===== src/sv/fmsr_pkg.sv =====
// Package for the first-match search and replace core.
// Holds byte and result-buffer widths and the configuration register indexes.
// No dependencies.
package fmsr_pkg;

    localparam int BYTE_W    = 8;
    localparam int REPL_MAX  = 8;   // replacement bytes held in the register
    localparam int RES_CNT_W = 4;   // holds 0..REPL_MAX
    localparam int CFG_W     = 64;
    localparam int LEN_W     = 4;
    localparam int CFG_IDX_W = 2;

    typedef logic [BYTE_W-1:0] byte_t;

    typedef enum logic [CFG_IDX_W-1:0] {
        CFG_PATTERN_BYTES      = 2'd0,
        CFG_PATTERN_LENGTH     = 2'd1,
        CFG_REPLACEMENT_BYTES  = 2'd2,
        CFG_REPLACEMENT_LENGTH = 2'd3
    } cfg_index_t;

endpackage


===== src/sv/first_match_search_replace_core.sv =====
// Top level of the first-match search and replace core: input register, window
// logic and a shifting result buffer. Depends on fmsr_pkg.
//
//  channel | signals                                    | direction | handshake
//  --------+--------------------------------------------+-----------+-----------
//  text in | in_valid, in_ready, text_byte, text_end     | in        | valid/ready
//  result  | out_valid, out_ready, out_byte, has_byte,   | out       | valid/ready
//          | last, found                                 |           |
//  config  | cfg_we, cfg_index, cfg_data                 | in        | write only
//
// An item is worked out combinationally, input register to result buffer.
// Items with at most one result stream at one per cycle while out_ready is high; an
// item with n results holds the buffer until all n have drained, one per transfer.
// The input register takes one further item while the buffer drains. rst_n clears the
// window fill, replaced flag, valid flags and configuration; pattern length set to 1.
module first_match_search_replace_core
    import fmsr_pkg::*;
#(
    parameter int PATTERN_MAX = 8
)
(
    input  logic                 clk,
    input  logic                 rst_n,

    input  logic                 in_valid,
    output logic                 in_ready,
    input  logic [BYTE_W-1:0]    text_byte,
    input  logic                 text_end,

    output logic                 out_valid,
    input  logic                 out_ready,
    output logic [BYTE_W-1:0]    out_byte,
    output logic                 has_byte,
    output logic                 last,
    output logic                 found,

    input  logic                 cfg_we,
    input  logic [CFG_IDX_W-1:0] cfg_index,
    input  logic [CFG_W-1:0]     cfg_data
);

    localparam int FW = $clog2(PATTERN_MAX + 1);
    localparam logic [LEN_W-1:0] PLEN_CAP = LEN_W'(PATTERN_MAX);
    localparam logic [LEN_W-1:0] RLEN_CAP = LEN_W'(REPL_MAX);

    // configuration
    logic [CFG_W-1:0] pattern_bytes_reg;
    logic [LEN_W-1:0] pattern_length_reg;
    logic [CFG_W-1:0] replacement_bytes_reg;
    logic [LEN_W-1:0] replacement_length_reg;

    // input register
    logic   in_valid_reg;
    byte_t  in_byte_reg;
    logic   in_end_reg;

    // window state
    byte_t   win_reg [PATTERN_MAX];
    byte_t   win_ins [PATTERN_MAX];
    byte_t   win_next [PATTERN_MAX];
    logic [FW-1:0] fill_reg;
    logic [FW-1:0] fill_next;
    logic [FW-1:0] fill_ins;
    logic          replaced_reg;
    logic          replaced_next;

    // result buffer
    byte_t                res_byte_reg [REPL_MAX];
    byte_t                res_byte_next [REPL_MAX];
    logic [RES_CNT_W-1:0] res_cnt_reg;
    logic [RES_CNT_W-1:0] res_cnt_next;
    logic                 res_end_reg;
    logic                 res_found_reg;
    logic                 res_found_next;
    logic                 res_marker_reg;
    logic                 res_marker_next;

    logic [FW-1:0]        plen;
    logic [LEN_W-1:0]     rlen;
    logic                 match;
    logic                 take_repl;
    logic [1:0]           shift;
    logic [RES_CNT_W-1:0] emit_cnt;
    logic                 load;
    logic                 out_xfer;

    assign out_xfer = out_valid && out_ready;
    assign load     = in_valid_reg &&
                      ((res_cnt_reg == '0) || ((res_cnt_reg == RES_CNT_W'(1)) && out_ready));
    assign in_ready = !in_valid_reg || load;

    always_comb
    begin
        if (pattern_length_reg == '0)
        begin
            plen = FW'(1);
        end
        else if (pattern_length_reg > PLEN_CAP)
        begin
            plen = FW'(PATTERN_MAX);
        end
        else
        begin
            plen = pattern_length_reg[FW-1:0];
        end

        rlen = (replacement_length_reg > RLEN_CAP) ? RLEN_CAP : replacement_length_reg;

        fill_ins = fill_reg + FW'(1);
        for (int i = 0; i < PATTERN_MAX; i++)
        begin
            win_ins[i] = (FW'(i) == fill_reg) ? in_byte_reg : win_reg[i];
        end

        match = 1'b1;
        for (int i = 0; i < PATTERN_MAX; i++)
        begin
            if ((FW'(i) < plen) && (win_ins[i] != pattern_bytes_reg[BYTE_W*i +: BYTE_W]))
            begin
                match = 1'b0;
            end
        end

        take_repl     = 1'b0;
        shift         = 2'd0;
        fill_next     = fill_ins;
        replaced_next = replaced_reg;
        priority if (fill_ins > plen)
        begin
            // window longer than pattern: drain two, or all at text end
            shift     = 2'd2;
            fill_next = fill_ins - FW'(2);
            emit_cnt  = in_end_reg ? RES_CNT_W'(fill_ins) : RES_CNT_W'(2);
        end
        else if (fill_ins == plen)
        begin
            if (!replaced_reg && match)
            begin
                take_repl     = 1'b1;
                fill_next     = '0;
                replaced_next = 1'b1;
                emit_cnt      = RES_CNT_W'(rlen);
            end
            else
            begin
                shift     = 2'd1;
                fill_next = fill_ins - FW'(1);
                emit_cnt  = in_end_reg ? RES_CNT_W'(fill_ins) : RES_CNT_W'(1);
            end
        end
        else
        begin
            emit_cnt = in_end_reg ? RES_CNT_W'(fill_ins) : '0;
        end

        res_found_next = replaced_next;
        if (in_end_reg)
        begin
            fill_next     = '0;
            replaced_next = 1'b0;
        end

        for (int i = 0; i < PATTERN_MAX; i++)
        begin
            unique case (shift)
                2'd1:    win_next[i] = (i + 1 < PATTERN_MAX) ? win_ins[(i + 1) % PATTERN_MAX]
                                                             : win_ins[i];
                2'd2:    win_next[i] = (i + 2 < PATTERN_MAX) ? win_ins[(i + 2) % PATTERN_MAX]
                                                             : win_ins[i];
                default: win_next[i] = win_ins[i];
            endcase
        end

        // replacement bytes, or the window prefix when draining
        for (int j = 0; j < REPL_MAX; j++)
        begin
            if (take_repl)
            begin
                res_byte_next[j] = replacement_bytes_reg[BYTE_W*j +: BYTE_W];
            end
            else if (j < PATTERN_MAX)
            begin
                res_byte_next[j] = win_ins[j % PATTERN_MAX];
            end
            else
            begin
                res_byte_next[j] = '0;
            end
        end

        // end of text with nothing to emit: one empty marker
        res_marker_next = in_end_reg && (emit_cnt == '0);
        res_cnt_next    = res_marker_next ? RES_CNT_W'(1) : emit_cnt;
    end

    // configuration registers
    always_ff @(posedge clk or negedge rst_n)
    begin
        if (!rst_n)
        begin
            pattern_bytes_reg      <= '0;
            pattern_length_reg     <= LEN_W'(1);
            replacement_bytes_reg  <= '0;
            replacement_length_reg <= '0;
        end
        else if (cfg_we)
        begin
            unique case (cfg_index_t'(cfg_index))
                CFG_PATTERN_BYTES:      pattern_bytes_reg      <= cfg_data;
                CFG_PATTERN_LENGTH:     pattern_length_reg     <= cfg_data[LEN_W-1:0];
                CFG_REPLACEMENT_BYTES:  replacement_bytes_reg  <= cfg_data;
                CFG_REPLACEMENT_LENGTH: replacement_length_reg <= cfg_data[LEN_W-1:0];
            endcase
        end
    end

    // input register and window state
    always_ff @(posedge clk or negedge rst_n)
    begin
        if (!rst_n)
        begin
            in_valid_reg <= 1'b0;
            fill_reg     <= '0;
            replaced_reg <= 1'b0;
        end
        else
        begin
            if (in_valid && in_ready)
            begin
                in_valid_reg <= 1'b1;
            end
            else if (load)
            begin
                in_valid_reg <= 1'b0;
            end
            if (load)
            begin
                fill_reg     <= fill_next;
                replaced_reg <= replaced_next;
            end
        end
    end

    always_ff @(posedge clk)
    begin
        if (in_valid && in_ready)
        begin
            in_byte_reg <= text_byte;
            in_end_reg  <= text_end;
        end
        if (load)
        begin
            win_reg <= win_next;
        end
    end

    // result buffer: loaded whole, drained from entry 0
    always_ff @(posedge clk or negedge rst_n)
    begin
        if (!rst_n)
        begin
            res_cnt_reg <= '0;
        end
        else if (load)
        begin
            res_cnt_reg <= res_cnt_next;
        end
        else if (out_xfer)
        begin
            res_cnt_reg <= res_cnt_reg - RES_CNT_W'(1);
        end
    end

    always_ff @(posedge clk)
    begin
        if (load)
        begin
            res_byte_reg   <= res_byte_next;
            res_end_reg    <= in_end_reg;
            res_found_reg  <= res_found_next;
            res_marker_reg <= res_marker_next;
        end
        else if (out_xfer)
        begin
            for (int j = 0; j < REPL_MAX - 1; j++)
            begin
                res_byte_reg[j] <= res_byte_reg[j + 1];
            end
        end
    end

    assign out_valid = (res_cnt_reg != '0);
    assign has_byte  = !res_marker_reg;
    assign out_byte  = res_marker_reg ? '0 : res_byte_reg[0];
    assign last      = res_end_reg && (res_cnt_reg == RES_CNT_W'(1));
    assign found     = last && res_found_reg;

    // checks
    a_res_cnt_bound: assert property (@(posedge clk) disable iff (!rst_n)
        res_cnt_reg <= RES_CNT_W'(REPL_MAX))
        else $error("result count above buffer depth");

    a_fill_bound: assert property (@(posedge clk) disable iff (!rst_n)
        fill_reg < FW'(PATTERN_MAX))
        else $error("window fill reached pattern capacity");

    a_end_clears: assert property (@(posedge clk) disable iff (!rst_n)
        load && in_end_reg |=> (fill_reg == '0) && !replaced_reg)
        else $error("text end did not clear window state");

    a_marker_last: assert property (@(posedge clk) disable iff (!rst_n)
        out_valid && !has_byte |-> last)
        else $error("empty marker not on final result");

    a_hold_pending: assert property (@(posedge clk) disable iff (!rst_n)
        in_valid_reg && !load |=> in_valid_reg)
        else $error("pending item dropped from input register");

endmodule


===== config.mk =====
export PLATFORM = sky130hd
export DESIGN_NAME = first_match_search_replace_core
export DESIGN_NICKNAME = d
export VERILOG_FILES = /design/src/sv/fmsr_pkg.sv /design/src/sv/first_match_search_replace_core.sv
export SDC_FILE = /design/constraint.sdc
export NUM_CORES = 1
export LEC_CHECK = 0
export BUFFER_PORTS_ARGS = -buffer_cell sky130_fd_sc_hd__buf_2
export CAP_MARGIN = 5
export CORE_ASPECT_RATIO = 1.25
export CORE_MARGIN = 3
export CORE_UTILIZATION = 30
export DETAILED_ROUTE_END_ITERATION = 10
export GPL_ROUTABILITY_DRIVEN = 0
export GPL_TIMING_DRIVEN = 0
export PLACE_DENSITY_LB_ADDON = 0.1
export SLEW_MARGIN = 0
export SYNTH_ARGS = -nofsm -noshare
export SYNTH_HDL_FRONTEND = slang
export SYNTH_SLANG_ARGS = --single-unit

===== constraint.sdc =====
create_clock -name clk -period 4.7 [get_ports clk]
set_clock_uncertainty 0.2 [all_clocks]
set_input_delay 0.235 -clock clk [delete_from_list [all_inputs] [get_ports clk]]
set_output_delay 0.235 -clock clk [all_outputs]
set_load 0.005 [all_outputs]

==> results <==
- In this run the core area contains 90 standard-cell rows.
- The remaining global-route overflow is 0.
- The combined global-route utilization of all metal layers is 20.9%.
- When the netlist entered floorplanning its net count stood at 1348.
- The required time at the worst-slack endpoint is 4830 ps.
- The leakage power total is 7.49 nW.
- The first TritonRoute pass finished after 5 iterations.
- In this run, distinct cell masters in the synthesized netlist total 59.
- The clock sink count is 286.
- The number of antenna violations at the first check in global routing came to 0.
- The die height is 253 um.
- Counting flops with a built-in enable in the synthesized netlist gives 140.
- In this run the critical register-to-register path is captured at win_reg[49].
- Along the worst path, the maximum fanout reaches 10.
- The count of final max-slew check failures came to 0.
- The library cell occupying the most area in the post-synthesis netlist is edfxtp_1.
- The buffer cell driving the clock tree root is clkbuf_16.
- After synthesis, the cell types taking the most area are edfxtp_1, dfrtp_1, mux2_2.
- Across all setup checks in the final design, the least slack found is 239 ps.
- The type of the most critical hold path is in2async.
- The number of violations reported at the end of detailed-routing iteration 0 is 738.
- The worst voltage drop across the vdd grid is 0.381 mV.
- 93 I/O pins were placed.
- The worst-case register-to-register setup slack is 240 ps.
- The final count of hold timing violations is 0.
- After synthesis, the mean cell area works out to 11.7 sq um.
- The post-route netlist has 26.3% of its cells at a drive strength greater than 1.
- The flow ran to the end, and the final reports show no timing, DRC or antenna violations.
- The top cell type by area accounts for 28.6% of the synthesized area.
- The via count of the first global-routing pass is 11.4k.
- For this run, the leading register cell type out of synthesis is dfrtp_1.
- For this run, the top clock speed supported by timing is 224 MHz.
- The count of buffers added on input and output ports is 92.
- After technology mapping, the gate count stands at 1254.
- The shortest clock period the worst path allows after layout is 4460 ps.
- By count the netlist is led by mux2_2, nand2_1, dfrtp_1.
- Across the run, the number of max-cap violations was 0.
- STA classifies the critical path endpoint as a register.
- In this run, placement finished with an instance count of 1993.
- The worst hold slack is 18.7 ps.
- In the routed layout, each cell is associated on average with a via count of 5.14.
- Setup repair after global routing could not meet its margin everywhere.
- By instance count, the leading cell after synthesis is mux2_2.
- The routed design has 53700 um of wire.
- For the final routed database, the setup TNS stands at 0 ps.
- Clock-pin slew was measured on the worst setup and hold paths at 60 ps.
- Summed over all nets, the half-perimeter wirelength after detailed placement is 39800 um.
- STA classifies the critical path startpoint as a register.
- The transition at the pin with the smallest max-transition slack is 1100 ps.
- In this run the remaining antenna-violating nets after routing total 0.
- The worst pin sits at a relative slew slack of 26.7%.
- The post-synthesis to final-layout area growth is 24.9%.
- The largest net degree at the start of global routing is 78.
- The clock reaches the later pin of the worst-skew pair after 560 ps.
- The detailed-route via count is 11.0k.
- The critical path is of the reg2reg type.
- The data arrival time at the worst-slack endpoint is 4590 ps.
- TritonCTS built the clock tree.
- Once the floorplan was initialized, standard cells occupied 30.4% of the core.
- Prior to clock tree synthesis, the placed netlist has a worst setup slack of -747 ps.
- The netlist area before placement is 14700 sq um.
- The clock passes through at most 3 buffers.
- Dividing the final minimum period by the clock period gives 94.9%.
- Power spread over the standard cell area amounts to 722 nW/um^2.
- After synthesis, flip-flops and latches occupy 53.6% of the total area.
- The design draws 13.2 mW.
- Measured along the x axis, the die boundary spans 204 um.
- The total setup violations reported at the end of the flow is 0.
- The number of warning messages in the yosys log is 0.
- The total area inside the core boundary comes to 48300 sq um.
- The fraction of synthesis flops using an asynchronous set or reset pin is 51.0%.
- The number of non-filler instances in the completed layout is 2144.
- The worst reg2reg path startpoint is fill_reg[0].
- The final-stage net count is 1566.
- The deepest level of the CTS H-tree is 2.
- The DRC violations left is 0.
- The area enclosed by the die boundary is 51600 sq um.
- The count of cells along the worst register-to-register path is 13.
- The routed length per instance is 25.1 um.
- The count of state elements after synthesis is 286.
- The first global-routing pass estimated 78900 um of wire.
- Clock tree synthesis inserted a total of 35 buffers.
## what timing repair did
| item | CTS | global route |
|---|---|---|
| endpoints found under the hold margin | 250 | 0 |
| hold buffers | 81 | 0 |
| pin swaps | 0 | 4 |
| setup buffers | 3 | 4 |
| endpoints found under the setup margin | 124 | 113 |
| gates resized for setup | 33 | 39 |
## where the power goes
group          total [mW]  internal [mW]  switching (mW)  leakage (nW)
sequential           4.54           3.97           0.570          3.07
combinational        5.80           2.11            3.69          3.82
clock                2.90           1.74            1.15         0.596
total                13.2           7.83            5.41          7.49
## placed cells by master, fill, tap and decap left out, drive strengths merged, types with 23 or more instances in the layout
master / count
inv: 49
buf: 124
xor2: 29
clkbuf: 108
edfxtp: 140
dlygate4sd3: 81
o221ai: 52
o21ai: 73
dfrtp: 145
mux2: 161
nor2: 63
a21oi: 23
nand2: 153
xnor2: 24
mux2i: 92
## per-stage QoR
step | cell area [sq um] | util [%]
floorplan | 14700 | -
global placement | 15900 | 33.0
detailed placement | 16000 | 33.2
CTS | 18100 | 37.6
global route | 18300 | 37.9
finish | 18300 | 37.9
## routing by layer
metal	up-vias	part of all wire, %	GRT usage [%]
li1	5073	-	-
met1	5564	40	24.6
met2	287	52	38.7
met3	90	3.3	2.35
met4	0	4.5	8.20
met5	-	0	0
## logic make-up after synthesis
family | count (synthesis) | share of synthesized area [%]
muxes | 253 | 18.7
AOI/OAI and AO/OA | 232 | 11.0
DFF | 286 | 53.6
xor gates and xnor gates | 53 | 3.16
adders and majority gates | 14 | 1.19
buffers and inverters | 130 | 3.65
and+or+nand+nor | 286 | 8.69
## worst max-delay path by stage
| stage | start | to | slack (ps) |
|---|---|---|---|
| floorplan | res_cnt_reg[0] | fill_reg[2] | 610 |
| global placement | res_cnt_reg[0] | res_byte_reg[62] | -2020 |
| detailed placement | fill_reg[0] | win_reg[54] | -750 |
| CTS | fill_reg[0] | res_byte_reg[13] | 10 |
| global route | fill_reg[0] | res_byte_reg[10] | -20 |
| finish | fill_reg[0] | win_reg[49] | 240 |
## worst max-delay path, stage by stage, from the launching register on
cell and delay, ps:
dfrtp_2 480, ha_1 270, nand3b_1 190, clkbuf_4 290, mux2_2 450, xnor2_1 190
o211ai_1 190, o31ai_4 430, nand3_1 190, o31ai_2 250, nand2_1 110, clkbuf_2 300
buf_2 290, o221ai_1 380
## area by class of cell
cell class	instances	area [sq um]
Fill cell	4753	30000
Multi-Input combinational cell	838	6500
Timing Repair Buffer	183	1390
Inverter	44	165
Clock buffer	46	968
Sequential cell	286	7860
Buffer	84	399
Antenna cell	1	2.50
Clock inverter	18	235
Tap cell	644	806
Note: power is estimated with default switching activity, not from simulation.
